==> config.mk <==
export PLATFORM = sky130hd
export DESIGN_NAME = json_string_escaper_top_flat
export DESIGN_NICKNAME = d
export VERILOG_FILES = /design/src/rtl/core/jse_pkg.sv /design/src/rtl/core/jse_if.sv /design/src/rtl/core/jse_front.sv /design/src/rtl/core/jse_queue.sv /design/src/rtl/core/jse_back.sv /design/src/rtl/core/json_string_escaper_top.sv /design/src/flat_wrapper.sv
export SDC_FILE = /design/constraint.sdc
export NUM_CORES = 1
export LEC_CHECK = 0
export BUFFER_PORTS_ARGS = -buffer_cell sky130_fd_sc_hd__buf_2
export CORE_ASPECT_RATIO = 1.5
export CORE_MARGIN = 4
export CORE_UTILIZATION = 62
export CTS_CLUSTER_SIZE = 24
export DETAILED_ROUTE_END_ITERATION = 7
export PLACE_DENSITY = 0.95
export SLEW_MARGIN = 20
export SYNTH_ARGS = -nofsm -noshare
export SYNTH_HDL_FRONTEND = slang
export SYNTH_HIERARCHICAL = 1
export SYNTH_SLANG_ARGS = --single-unit
==> constraint.sdc <==
create_clock -name i_clk -period 7.1 [get_ports i_clk]
set_input_delay 0.355 -clock i_clk [delete_from_list [all_inputs] [get_ports i_clk]]
set_output_delay 0.355 -clock i_clk [all_outputs]
set_load 0.1 [all_outputs]
==> src/rtl/core/jse_pkg.sv <==
// ----------------------------------------------------------------------------
// jse_pkg
// shared types, codes and character constants of the json string escaper
// ----------------------------------------------------------------------------
package jse_pkg;

    localparam int KIND_W = 2;
    localparam int BYTE_W = 8;

    // queue between front and back
    localparam int QUEUE_DEPTH = 2;

    // input item kinds
    typedef enum logic [KIND_W-1:0] {
        KIND_BEGIN = 2'd0,
        KIND_CHAR  = 2'd1,
        KIND_END   = 2'd2
    } t_kind;

    // work for the back end
    typedef enum logic [1:0] {
        OP_LIT = 2'd0,  // one byte as is
        OP_ESC = 2'd1,  // backslash then one byte
        OP_UNI = 2'd2,  // backslash u 0 0 hex hex
        OP_ERR = 2'd3   // single error beat
    } t_op;

    typedef struct packed {
        t_op               op;
        logic [BYTE_W-1:0] ch;
    } t_desc;

    // position within an expanded escape
    typedef logic [2:0] t_idx;

    localparam logic [BYTE_W-1:0] CH_QUOTE  = 8'h22;
    localparam logic [BYTE_W-1:0] CH_BSLASH = 8'h5c;
    localparam logic [BYTE_W-1:0] CH_BS     = 8'h08;
    localparam logic [BYTE_W-1:0] CH_FF     = 8'h0c;
    localparam logic [BYTE_W-1:0] CH_LF     = 8'h0a;
    localparam logic [BYTE_W-1:0] CH_CR     = 8'h0d;
    localparam logic [BYTE_W-1:0] CH_TAB    = 8'h09;
    localparam logic [BYTE_W-1:0] CH_LOW_B  = 8'h62;
    localparam logic [BYTE_W-1:0] CH_LOW_F  = 8'h66;
    localparam logic [BYTE_W-1:0] CH_LOW_N  = 8'h6e;
    localparam logic [BYTE_W-1:0] CH_LOW_R  = 8'h72;
    localparam logic [BYTE_W-1:0] CH_LOW_T  = 8'h74;
    localparam logic [BYTE_W-1:0] CH_LOW_U  = 8'h75;
    localparam logic [BYTE_W-1:0] CH_ZERO   = 8'h30;
    localparam logic [BYTE_W-1:0] CH_LOW_A  = 8'h61;
    localparam logic [BYTE_W-1:0] CTRL_LIMIT = 8'd32;

    // one lowercase hex digit
    function automatic logic [BYTE_W-1:0] hex_digit(input logic [3:0] nib);
        logic [BYTE_W-1:0] r;
        if (nib < 4'd10) begin
            r = CH_ZERO + {4'd0, nib};
        end else begin
            r = CH_LOW_A + {4'd0, nib} - 8'd10;
        end
        return r;
    endfunction

    // number of beats an operation expands to, minus one
    function automatic t_idx last_idx(input t_op op);
        t_idx r;
        unique case (op)
            OP_LIT:  r = 3'd0;
            OP_ESC:  r = 3'd1;
            OP_UNI:  r = 3'd5;
            OP_ERR:  r = 3'd0;
            default: r = 3'd0;
        endcase
        return r;
    endfunction

endpackage

==> src/rtl/core/jse_if.sv <==
// ----------------------------------------------------------------------------
// jse_in_if / jse_out_if
// valid/ready channels of the json string escaper
// ----------------------------------------------------------------------------
interface jse_in_if;
    logic                       valid;
    logic                       ready;
    logic [jse_pkg::KIND_W-1:0] kind;
    logic [jse_pkg::BYTE_W-1:0] char_byte;

    modport source (output valid, output kind, output char_byte, input ready);
    modport sink   (input valid, input kind, input char_byte, output ready);
endinterface

interface jse_out_if;
    logic                       valid;
    logic                       ready;
    logic [jse_pkg::BYTE_W-1:0] out_byte;
    logic                       last;
    logic                       status;

    modport source (output valid, output out_byte, output last, output status,
                    input ready);
    modport sink   (input valid, input out_byte, input last, input status,
                    output ready);
endinterface

==> src/rtl/core/jse_front.sv <==
// ----------------------------------------------------------------------------
// jse_front
// accepts input beats, tracks the failed-string flag, classifies characters
// ----------------------------------------------------------------------------
module jse_front (
    input  logic           i_clk,
    input  logic           i_rst_n,
    jse_in_if.sink         i_in,
    input  logic           i_q_full,
    output logic           o_push,
    output jse_pkg::t_desc o_desc
);
    import jse_pkg::*;

    logic  r_failed;
    logic  n_failed;
    logic  w_emit;
    t_desc w_desc;
    logic  w_acc;

    assign i_in.ready = !i_q_full;
    assign w_acc      = i_in.valid && i_in.ready;

    always_comb begin
        n_failed  = r_failed;
        w_emit    = 1'b0;
        w_desc.op = OP_LIT;
        w_desc.ch = CH_QUOTE;
        unique case (t_kind'(i_in.kind))
            KIND_BEGIN: begin
                n_failed = 1'b0;
                w_emit   = 1'b1;
            end
            KIND_END: begin
                w_emit = !r_failed;
            end
            KIND_CHAR: begin
                w_emit    = !r_failed;
                w_desc.ch = i_in.char_byte;
                if (i_in.char_byte[BYTE_W-1]) begin
                    w_desc.op = OP_ERR;
                    n_failed  = 1'b1;
                end else begin
                    unique case (i_in.char_byte)
                        CH_QUOTE:  w_desc.op = OP_ESC;
                        CH_BSLASH: w_desc.op = OP_ESC;
                        CH_BS: begin
                            w_desc.op = OP_ESC;
                            w_desc.ch = CH_LOW_B;
                        end
                        CH_FF: begin
                            w_desc.op = OP_ESC;
                            w_desc.ch = CH_LOW_F;
                        end
                        CH_LF: begin
                            w_desc.op = OP_ESC;
                            w_desc.ch = CH_LOW_N;
                        end
                        CH_CR: begin
                            w_desc.op = OP_ESC;
                            w_desc.ch = CH_LOW_R;
                        end
                        CH_TAB: begin
                            w_desc.op = OP_ESC;
                            w_desc.ch = CH_LOW_T;
                        end
                        default: begin
                            if (i_in.char_byte < CTRL_LIMIT) begin
                                w_desc.op = OP_UNI;
                            end
                        end
                    endcase
                end
                if (r_failed) begin
                    n_failed = r_failed;
                end
            end
            default: begin
                // unused kind: dropped
                w_emit = 1'b0;
            end
        endcase
    end

    always_ff @(posedge i_clk) begin
        if (!i_rst_n) begin
            r_failed <= 1'b0;
        end else if (w_acc) begin
            r_failed <= n_failed;
        end
    end

    assign o_push = w_acc && w_emit;
    assign o_desc = w_desc;

endmodule

==> src/rtl/core/jse_queue.sv <==
// ----------------------------------------------------------------------------
// jse_queue
// small register queue of descriptors between front and back
// ----------------------------------------------------------------------------
module jse_queue (
    input  logic           i_clk,
    input  logic           i_rst_n,
    input  logic           i_push,
    input  jse_pkg::t_desc i_desc,
    input  logic           i_pop,
    output logic           o_full,
    output logic           o_valid,
    output jse_pkg::t_desc o_desc
);
    import jse_pkg::*;

    localparam int PTR_W = (QUEUE_DEPTH > 1) ? $clog2(QUEUE_DEPTH) : 1;
    localparam int CNT_W = $clog2(QUEUE_DEPTH + 1);

    t_desc              r_mem [QUEUE_DEPTH];
    logic [PTR_W-1:0]   r_wr_ptr;
    logic [PTR_W-1:0]   r_rd_ptr;
    logic [CNT_W-1:0]   r_count;

    function automatic logic [PTR_W-1:0] ptr_inc(input logic [PTR_W-1:0] p);
        logic [PTR_W-1:0] r;
        if (p == PTR_W'(QUEUE_DEPTH - 1)) begin
            r = '0;
        end else begin
            r = p + PTR_W'(1);
        end
        return r;
    endfunction

    assign o_full  = (r_count == CNT_W'(QUEUE_DEPTH));
    assign o_valid = (r_count != '0);
    assign o_desc  = r_mem[r_rd_ptr];

    always_ff @(posedge i_clk) begin
        if (i_push) begin
            r_mem[r_wr_ptr] <= i_desc;
        end
    end

    always_ff @(posedge i_clk) begin
        if (!i_rst_n) begin
            r_wr_ptr <= '0;
            r_rd_ptr <= '0;
            r_count  <= '0;
        end else begin
            if (i_push) begin
                r_wr_ptr <= ptr_inc(r_wr_ptr);
            end
            if (i_pop) begin
                r_rd_ptr <= ptr_inc(r_rd_ptr);
            end
            if (i_push && !i_pop) begin
                r_count <= r_count + CNT_W'(1);
            end else if (!i_push && i_pop) begin
                r_count <= r_count - CNT_W'(1);
            end
        end
    end

endmodule

==> src/rtl/core/jse_back.sv <==
// ----------------------------------------------------------------------------
// jse_back
// expands one descriptor into its output beats through an output register
// ----------------------------------------------------------------------------
module jse_back (
    input  logic           i_clk,
    input  logic           i_rst_n,
    input  logic           i_q_valid,
    input  jse_pkg::t_desc i_desc,
    output logic           o_pop,
    jse_out_if.source      o_out
);
    import jse_pkg::*;

    t_idx              r_idx;
    logic              r_valid;
    logic [BYTE_W-1:0] r_byte;
    logic              r_last;
    logic              r_status;

    logic              w_load;
    logic              w_fin;
    logic [BYTE_W-1:0] w_byte;

    assign w_load = i_q_valid && (!r_valid || o_out.ready);
    assign w_fin  = (r_idx == last_idx(i_desc.op));
    assign o_pop  = w_load && w_fin;

    always_comb begin
        w_byte = i_desc.ch;
        unique case (i_desc.op)
            OP_LIT: w_byte = i_desc.ch;
            OP_ESC: w_byte = (r_idx == 3'd0) ? CH_BSLASH : i_desc.ch;
            OP_UNI: begin
                case (r_idx)
                    3'd0:    w_byte = CH_BSLASH;
                    3'd1:    w_byte = CH_LOW_U;
                    3'd2:    w_byte = CH_ZERO;
                    3'd3:    w_byte = CH_ZERO;
                    3'd4:    w_byte = hex_digit(i_desc.ch[7:4]);
                    default: w_byte = hex_digit(i_desc.ch[3:0]);
                endcase
            end
            OP_ERR:  w_byte = '0;
            default: w_byte = '0;
        endcase
    end

    always_ff @(posedge i_clk) begin
        if (!i_rst_n) begin
            r_idx   <= '0;
            r_valid <= 1'b0;
        end else begin
            if (w_load) begin
                r_idx   <= w_fin ? '0 : r_idx + 3'd1;
                r_valid <= 1'b1;
            end else if (o_out.ready) begin
                r_valid <= 1'b0;
            end
        end
    end

    always_ff @(posedge i_clk) begin
        if (w_load) begin
            r_byte   <= w_byte;
            r_last   <= w_fin;
            r_status <= (i_desc.op == OP_ERR);
        end
    end

    assign o_out.valid    = r_valid;
    assign o_out.out_byte = r_byte;
    assign o_out.last     = r_last;
    assign o_out.status   = r_status;

endmodule

==> src/rtl/core/json_string_escaper_top.sv <==
// ----------------------------------------------------------------------------
// json_string_escaper_top
// streams a string out as a quoted, ascii-only json string literal
// ----------------------------------------------------------------------------
// one input beat is taken per cycle whenever the two-entry descriptor queue
// has room. a begin beat gives an opening quote, an end beat a closing quote,
// a character beat its escaped form: one output beat for a plain character,
// two for a quote, backslash or one of \b \f \n \r \t, and six (\u00hh) for
// any other byte below 0x20. a byte of 0x80 or above gives one beat with
// out_byte 0 and status 1, after which the rest of that string gives nothing
// until the next begin beat; kind 3 is dropped. the output side moves one
// beat per cycle while ready is high, so plain text runs at one item per
// cycle, passing through the descriptor queue and the output register, while
// an escape holds the back end for all of its beats and input stalls once the
// queue fills. the last flag marks the final beat of each input item.
// ----------------------------------------------------------------------------
module json_string_escaper_top (
    input  logic      i_clk,
    input  logic      i_rst_n,
    jse_in_if.sink    i_in,
    jse_out_if.source o_out
);
    import jse_pkg::*;

    // front to queue
    logic  w_push;
    t_desc w_push_desc;
    logic  w_q_full;

    // queue to back
    logic  w_q_valid;
    t_desc w_q_desc;
    logic  w_pop;

    // front: handshake, failed-string flag, classification
    jse_front u_front (
        .i_clk    (i_clk),
        .i_rst_n  (i_rst_n),
        .i_in     (i_in),
        .i_q_full (w_q_full),
        .o_push   (w_push),
        .o_desc   (w_push_desc)
    );

    // decouples classification from expansion
    jse_queue u_queue (
        .i_clk   (i_clk),
        .i_rst_n (i_rst_n),
        .i_push  (w_push),
        .i_desc  (w_push_desc),
        .i_pop   (w_pop),
        .o_full  (w_q_full),
        .o_valid (w_q_valid),
        .o_desc  (w_q_desc)
    );

    // back: beat sequencer and output register
    jse_back u_back (
        .i_clk     (i_clk),
        .i_rst_n   (i_rst_n),
        .i_q_valid (w_q_valid),
        .i_desc    (w_q_desc),
        .o_pop     (w_pop),
        .o_out     (o_out)
    );

endmodule
==> src/flat_wrapper.sv <==
// flat-port wrapper written by rule: the top's interface ports become plain ports
module json_string_escaper_top_flat import jse_pkg::*;
  (i_clk, i_rst_n, i_in_valid, i_in_kind, i_in_char_byte, i_in_ready, o_out_valid, o_out_out_byte, o_out_last, o_out_status, o_out_ready);
  jse_in_if i_in_i ();
  jse_out_if o_out_i ();
  input  logic i_clk;
  input  logic i_rst_n;
  input wire logic [$bits(i_in_i.valid)-1:0] i_in_valid;
  input wire logic [$bits(i_in_i.kind)-1:0] i_in_kind;
  input wire logic [$bits(i_in_i.char_byte)-1:0] i_in_char_byte;
  output wire logic [$bits(i_in_i.ready)-1:0] i_in_ready;
  output wire logic [$bits(o_out_i.valid)-1:0] o_out_valid;
  output wire logic [$bits(o_out_i.out_byte)-1:0] o_out_out_byte;
  output wire logic [$bits(o_out_i.last)-1:0] o_out_last;
  output wire logic [$bits(o_out_i.status)-1:0] o_out_status;
  input wire logic [$bits(o_out_i.ready)-1:0] o_out_ready;
  assign i_in_i.valid = i_in_valid;
  assign i_in_i.kind = i_in_kind;
  assign i_in_i.char_byte = i_in_char_byte;
  assign i_in_ready = i_in_i.ready;
  assign o_out_valid = o_out_i.valid;
  assign o_out_out_byte = o_out_i.out_byte;
  assign o_out_last = o_out_i.last;
  assign o_out_status = o_out_i.status;
  assign o_out_i.ready = o_out_ready;
  json_string_escaper_top u_core (.i_clk(i_clk), .i_rst_n(i_rst_n), .i_in(i_in_i), .o_out(o_out_i));
endmodule
; Word level (Yosys, flattened, before mapping)
; Memory sizes are Yosys's and may differ from the RTL's. A register that Yosys moved wholly into a read port is not among the register bits.
; Cells that the tools add are included.
[totals]
ff_bits = 19
ram_bits = 20
inputBits = 14
out_inout_bits = 12
wordCells = 93
n_memories = 1
[op_classes]
add_sub_neg = 11
order_cmp = 3
eq_ne = 18
muxes = 27
reduce_logical = 24
[mem_list]
columns = memory, depth, width, read_ports, rd_ports_with_merged_regs, wr, line_no
row1 = u_core.u_queue.r_mem, 2, 10, 1, 1, 1, jse_queue.sv:20  ; t_desc r_mem [QUEUE_DEPTH];
[op_table]
columns = op, count
row1 = 8-bit case mux with 4 select lines, 2
row2 = 8-bit by 4-bit equality test with 1-bit output (second input constant), 5
row3 = 7-bit case mux with 5 select lines, 1
row4 = 8-bit 2-to-1 mux, 4
row5 = 7-bit by 4-bit adder with 8-bit output (first input constant), 2
row6 = 8-bit by 4-bit subtractor with 8-bit output (second input constant), 2
row7 = 6-bit by 4-bit adder with 7-bit output (first input constant), 2
row8 = 1-bit 2-to-1 mux, 10
row9 = 10-bit 2-to-1 mux, 1
row10 = 2-bit 2-to-1 mux, 5
row11 = 3-bit case mux with 3 select lines, 1
row12 = 2-bit equality test (second input constant), 4
row13 = 8-bit by 6-bit equality test with 1-bit output (second input constant), 1
row14 = 8-bit by 7-bit equality test with 1-bit output (second input constant), 1
row15 = 4-bit < comparator (second input constant), 2
row16 = 8-bit by 6-bit < comparator with 1-bit output (second input constant), 1
row17 = 2-bit nonzero test, 4
row18 = 7-bit OR reduction, 1
row19 = 3-bit by 2-bit equality test with 1-bit output (second input constant), 2
row20 = 1-bit logical AND, 6
row21 = 2-bit OR reduction, 3
row22 = 1-bit logical NOT, 5
row23 = 2-bit by 1-bit equality test with 1-bit output (second input constant), 2
row24 = 2-bit logical NOT, 2
row25 = other kinds (12), 14

; Longest topological paths before layout
; Gate-level depths: netlist of run 1.
[depth]
word_depth = 8
ltp_mapped = 12
mapped_depth_nobuf = 11

; By module
; Netlist of run 1, hierarchy kept.
[modules_own_cells]
columns = module, n_inst, cells_per_inst, area_each_um2, seq_area_each_um2
row1 = jse_back, 1, 104, 1024.7, 380.4
row2 = jse_queue, 1, 53, 939.7, 700.7
row3 = jse_front, 1, 47, 334.1, 20.0

; Worst setup path after synthesis of run 1
; Ideal clock, no wire load.
[synth_path]
path_type = reg-to-reg
from = register (tool-made name)
to = register u_core.u_queue.r_count[1]
setup_time_ps = 70
t_arrival_ps = 2363
t_required_ps = 7030
path_slack_ps = 4667
stages_incl_launch_ff = 12
n_path_buf = 1
period_less_slack_ps = 2433
path_cell_list = dfxtp_1 > buf_2 > mux2_2 > inv_1 > ha_1 > xnor2_1 > nand3_1 > nor2_1 > inv_1 > ha_1 > or3_1 > a21boi_1
[synth_lines]
columns = element, line_no
row1 = "end signal, assigned", jse_queue.sv:58  ; r_count <= r_count + CNT_W'(1);
row2 = "end signal, assigned", jse_queue.sv:60  ; r_count <= r_count - CNT_W'(1);
row3 = "end, declared", jse_queue.sv:23  ; logic [CNT_W-1:0] r_count;

==> metrics.txt, run 1 <==
Final setup viols=0; #FFs+latches synth=40; DIE AREA=4766 µm²; RSZ-0062 raised after global routing=false; crit-path max FO=10; ys flop type=edfxtp_1; Initial DRC Count=52; GRT overflow=0; antenna violations before repair=0; post-synth cell types=58; CP max stage cell=dfxtp_1; worst path cell trace=mux2_2, inv_1, ha_1, xnor2_1, nand3_1, nor2_1, inv_1, ha_1, or3_1, a21boi_1; fraction of layout cells with a size suffix above 1=25.96%; DR vias=1676; skew final=0.007115 ns; Max Buffers Root-to-Sink=2; met3 wire length=208 µm; Num CTS Buffers=5; Max VDD drop=320.9 µV; hold depth=2; measured slew at the worst slew-check pin=0.8961 ns; CP endpoint kind=flip-flop; Met1 Routed Length=1.494 mm; sequential area share after synthesis=47.90%; CTS tree=done; Place WS=4.317 ns; die width=57.72 µm; Detailed Route WL=4.154 mm; Tot Pwr=1.065 mW; die height=82.57 µm; syn_area_per_cell=11.27 µm²; Final Wtd Congestion=0.9033; Nets=263; Diodes inserted=0; HP Class=in2reg; Post-Place Cells=269; cells on worst reg2reg path=10; final worst path period share=39.71%; vias per cell=6.051; port buffer count=25; vias in the first global route=1588; leakage power=1.025 nW; setup slack, reg-to-reg=4.28 ns; Max-cap violations=0; number of flops mapped to enable cells by yosys=30; largest stage delay on the critical path=0.58 ns; Ys Warns=6; area of the mapped netlist=2298 µm²; CP top delay family=simple AND/OR/NAND/NOR gates; CTS Root Cell=clkbuf_8; post-route setup TNS=0 ns; met2 wire length=2.254 mm; routed length per placed instance=15.00 µm; min cycle time layout=2.820 ns; Final HPWL DP=3.132 mm; slew margin rel.=40.13%; worst hold endpoint=u_core/u_queue/r_wr_ptr; synthesis-to-finish area growth=12.57%; largest net degree at the start of global routing=15; outcome=completed; H-tree depth=2; Syn Inst Count=204; I/O pins=26; Initial Util=66.03%; Pins Over Slew Limit=0; Crit path required time=7.32 ns; row cnt=26; # DRC=0; Worst Path Class, Setup=reg2reg; Worst-Skew Late Latency=0.29 ns; commonest non-fill, non-tap cell in the layout=edfxtp_1; 1st-pass router iterations=4; Hold Buf Count CTS=0; highest metal used=met4; filler instances=222; Hold Crit Start=i_rst_n; Pwr Density=411.7 nW/µm²; reg-to-reg endpoint=u_core/u_queue/r_count[1]; number of setup buffers added after CTS=0; post-layout util=74.34%; asr flop ratio synth=0%; critical path startpoint category=flip-flop; clock sinks=40; Final ANT Viol Nets=0; crit path setup slack, layout=4.280 ns; Mapped Nets=233; Final Hold Fails=0; first-pass GRT wire length=6.844 mm; post_cts resized=0; Buf/Inv on CP=2; Fmax=0.3547 GHz; commonest cells after routing, fill and taps aside=30 x edfxtp_1, 25 x buf_2, 20 x inv_1; WP data arrival=3.04 ns; Finished Layout Cells=277; Total GRT Usage=19.06%; Reg clk slew, reported paths=0.08 ns; Core ar.=3481 µm²
metal layers:
layer	GRT usage, %	vias up
met1	18.78	779
met2	35.41	59
li1	-	818
met3	4.355	20
met4	11.83	0
met5	0	-
metrics by stage:
stage          instance area (µm²)  hold WS, ns
3_3_place_gp                  2460       0.4795
3_5_place_dp                  2460       0.5020
6_report                      2587       0.3591
5_1_grt                       2587       0.3690
2_1_floorplan                 2298       0.4612
4_1_cts                       2587       0.3482
layout make-up:
class                           instances  area [µm²]  share of cell area (%)
Timing Repair Buffer                   25       125.1                   4.836
Inverter                               21       80.08                   3.095
Clock inverter                          1       30.03                   1.161
Tap cell                               42       52.55                   2.031
Sequential cell                        40        1101                   42.55
Clock buffer                            7       97.59                   3.772
Multi-Input combinational cell        141        1101                   42.55
cells in the mapped netlist, types with 3 or more instances:
cell type	n	area, µm²
xnor2_1	6	52.55
nand2_1	9	33.78
o21ai_0	3	15.01
dfxtp_1	10	200.2
mux2_2	10	112.6
nand3_1	3	15.01
o32ai_1	4	35.03
a21oi_1	4	20.02
a31oi_1	5	31.28
and2_1	6	37.54
nor2_1	17	63.81
nor2b_1	4	25.02
o21ai_2	4	35.03
ha_1	15	187.7
edfxtp_1	30	900.9
inv_1	20	75.07
worst register-to-register path, cell delays in order, from the launching register on:
cell and delay (ns):
dfxtp_1 0.58, mux2_2 0.42, inv_1 0.09, ha_1 0.27
xnor2_1 0.15, nand3_1 0.16, nor2_1 0.18, inv_1 0.07
ha_1 0.32, or3_1 0.36, a21boi_1 0.14
worst max-delay path by stage:
stage | depth (start not counted) | to | slack (ns) | start
6_report | 10 | u_core/u_queue/r_count[1] | 4.28 | flip-flop
5_1_grt | 10 | u_core/u_queue/r_count[1] | 4.07 | flip-flop
4_1_cts | 10 | u_core/u_queue/r_count[1] | 4.27 | flip-flop
3_5_place_dp | 10 | u_core/u_queue/r_count[1] | 4.32 | flip-flop
3_3_place_gp | 10 | u_core/u_queue/r_count[1] | 4.50 | flip-flop
2_1_floorplan | 11 | u_core/u_queue/r_count[1] | 4.67 | flip-flop
power by group:
part	switching [mW]	internal, mW	total, mW
sequential	0.0224	0.316	0.339
combinational	0.406	0.120	0.525
clock	0.0751	0.126	0.201
total	0.503	0.562	1.07
sequential cells by signal (all words and copies together), names as in the netlist, 2 cells and up, named ones only:
register	flops
u_core/u_back/r_idx	3
u_core/u_back/o_out.out_byte	8
u_core/u_queue/r_count	2
u_core/u_queue/r_mem	20
kinds of logic (layout without fill, tap and decap cells):
family                     after synthesis  in the layout  synth area share [%]
and+or+nand+nor                         58             58                 14.32
AOI/OAI and AO/OA                       50             50                 17.47
DFF                                     40             40                 47.90
buffers and inverters                   23             54                 4.191
adders and majority gates               15             15                 8.165
muxes                                   10             10                 4.899
xor gates and xnor gates                 8              8                 3.049
Power figures use the tool's default switching activity.
==> run 2: changes to the inputs <==
CORE_UTILIZATION = 52   (was 62)
PLACE_DENSITY = 0.86   (was 0.95)
clock period = 2.4 ns   (was 7.1 ns; I/O delays follow)
==> metrics.txt, run 2 (synthesis gave the netlist of run 1 again) <==
HP Class=in2reg; Post-Place Cells=277 (+3.0%); Initial DRC Count=35 (-33%); commonest non-fill, non-tap cell in the layout=edfxtp_1; measured slew at the worst slew-check pin=0.5372 ns (-0.3589 ns); CTS tree=done; vias per cell=5.762 (-4.8%); Crit path required time=2.63 ns (-4.69 ns); routed length per placed instance=14.74 µm (-1.7%); Reg clk slew, reported paths=0.08 ns (about the same); Max-cap violations=0 (unchanged); Final Wtd Congestion=0.8368 (-7.4%); clock sinks=40 (unchanged); port buffer count=25 (unchanged); Biggest register=u_core/u_queue/r_mem; Place WS=-0.09281 ns (-4.410 ns); row cnt=29 (+12%); die height=89.43 µm (+8.3%); antenna violations before repair=0 (unchanged); WP data arrival=2.51 ns (-0.53 ns); Initial Util=54.14% (-12 points); Core ar.=4245 µm² (+22%); Nets=272 (+3.4%); skew final=0.005119 ns (-0.001996 ns); Hold WS=0.1207 ns (-0.2384 ns); CTS Root Cell=clkbuf_8; filler instances=339 (+53%); Diodes inserted=0 (unchanged); Final setup viols=0 (unchanged); slew margin rel.=63.26% (+23 points); GRT overflow=0 (unchanged); Worst-Skew Late Latency=0.29 ns (about the same); 1st-pass router iterations=4 (unchanged); Hold Buf Count CTS=0 (unchanged); Max Buffers Root-to-Sink=2 (unchanged); Max VDD drop=807.0 µV (+150%); commonest cells after routing, fill and taps aside=30 x edfxtp_1, 25 x buf_2, 17 x inv_1; leakage power=1.054 nW (+2.9%); post-layout util=63.01% (-11 points); DIE AREA=5570 µm² (+17%); Pins Over Slew Limit=0 (unchanged); Tot Pwr=3.083 mW (+190%); fraction of layout cells with a size suffix above 1=31.97% (+6.0 points); max reg flops=20 (unchanged); Finished Layout Cells=290 (+4.7%); RSZ-0062 raised after global routing=false; vias in the first global route=1696 (+6.8%); CP endpoint kind=flip-flop; # DRC=0 (unchanged); min cycle time layout=2.280 ns (-0.5391 ns); Fmax=0.4385 GHz (+24%); synthesis-to-finish area growth=16.39%; Pwr Density=1152 nW/µm² (+180%); Detailed Route WL=4.275 mm (+2.9%); I/O pins=26 (unchanged); crit-path max FO=3 (-7); Total GRT Usage=16.64% (-2.4 points); die width=62.29 µm (+7.9%); final worst path period share=95.02% (+55 points); H-tree depth=2 (unchanged); Final Hold Fails=0 (unchanged); Worst Path Class, Setup=reg2reg; largest net degree at the start of global routing=15 (unchanged); first-pass GRT wire length=7.314 mm (+6.9%); DR vias=1671 (-0.30%); Final ANT Viol Nets=0 (unchanged); Final HPWL DP=3.183 mm (+1.6%); crit path setup slack, layout=0.1195 ns (-4.161 ns); Num CTS Buffers=5 (unchanged); outcome=completed; critical path startpoint category=flip-flop
## run 2: cell types whose count changed in the layout (fill, tap and decap cells not counted), sizes merged
cell and delta:
bufinv -1, clkinv +1, buf +9, clkbuf -1
clkinvlp +1
## run 2: worst paths after layout
check / start / end / slack, ns / cells past startpoint
worst min register to register: u_core/u_back/o_out.valid / u_core/u_back/o_out.valid / 0.51 / 2
worst max register to register: flip-flop / u_core/u_queue/r_count[1] / 0.12 / 12
worst min-delay path: i_rst_n / u_core/u_queue/r_wr_ptr / 0.12 / 2
worst max-delay path: flip-flop / u_core/u_queue/r_count[1] / 0.12 / 12
## run 2: layout make-up
type                            count  area [µm²]  area share (%)
Multi-Input combinational cell    141        1149           42.94
Clock inverter                      2       16.27          0.6080
Timing Repair Buffer               34       192.7           7.203
Tap cell                           46       57.56           2.152
Inverter                           21       82.58           3.087
Clock buffer                        6       72.57           2.713
Sequential cell                    40        1105           41.30
## run 2: worst max-delay path, cell delays in order (launching register included)
cell,delay (ns)
dfxtp_4,0.37
mux2_4,0.33
inv_4,0.07
buf_4,0.11
ha_4,0.13
xnor2_1,0.11
nand3_1,0.13
nor2_2,0.14
inv_2,0.06
ha_4,0.15
xor2_1,0.14
or3_1,0.35
a21boi_1,0.12
## run 2: timing repair
item,CTS,global route
pin swaps,3,5
gates cloned,0,0
gates resized for setup,4,8
buffers inserted,2,3
endpoints found under the setup margin,1,2
## run 2: layer usage
layer  up-vias  wire [µm]  global-route usage (%)
met5         -          0                       0
met4         0        139                   11.00
met3        10        152                   3.145
met2        42       2416                   32.83
met1       786       1566                   15.32
li1        833          -                       -
## run 2: power breakdown
part           internal [mW]  switching, mW
clock                  0.206          0.232
combinational          0.424           1.22
sequential             0.935         0.0640
total                   1.57           1.52
## run 2: stage by stage
stage | cell area, µm² | setup TNS (ns)
after floorplan | 2303 | 0
after global placement | 2497 | 0
after detailed placement | 2497 | -0.09281
after CTS | 2613 | 0
after global routing | 2675 | 0
final | 2675 | 0
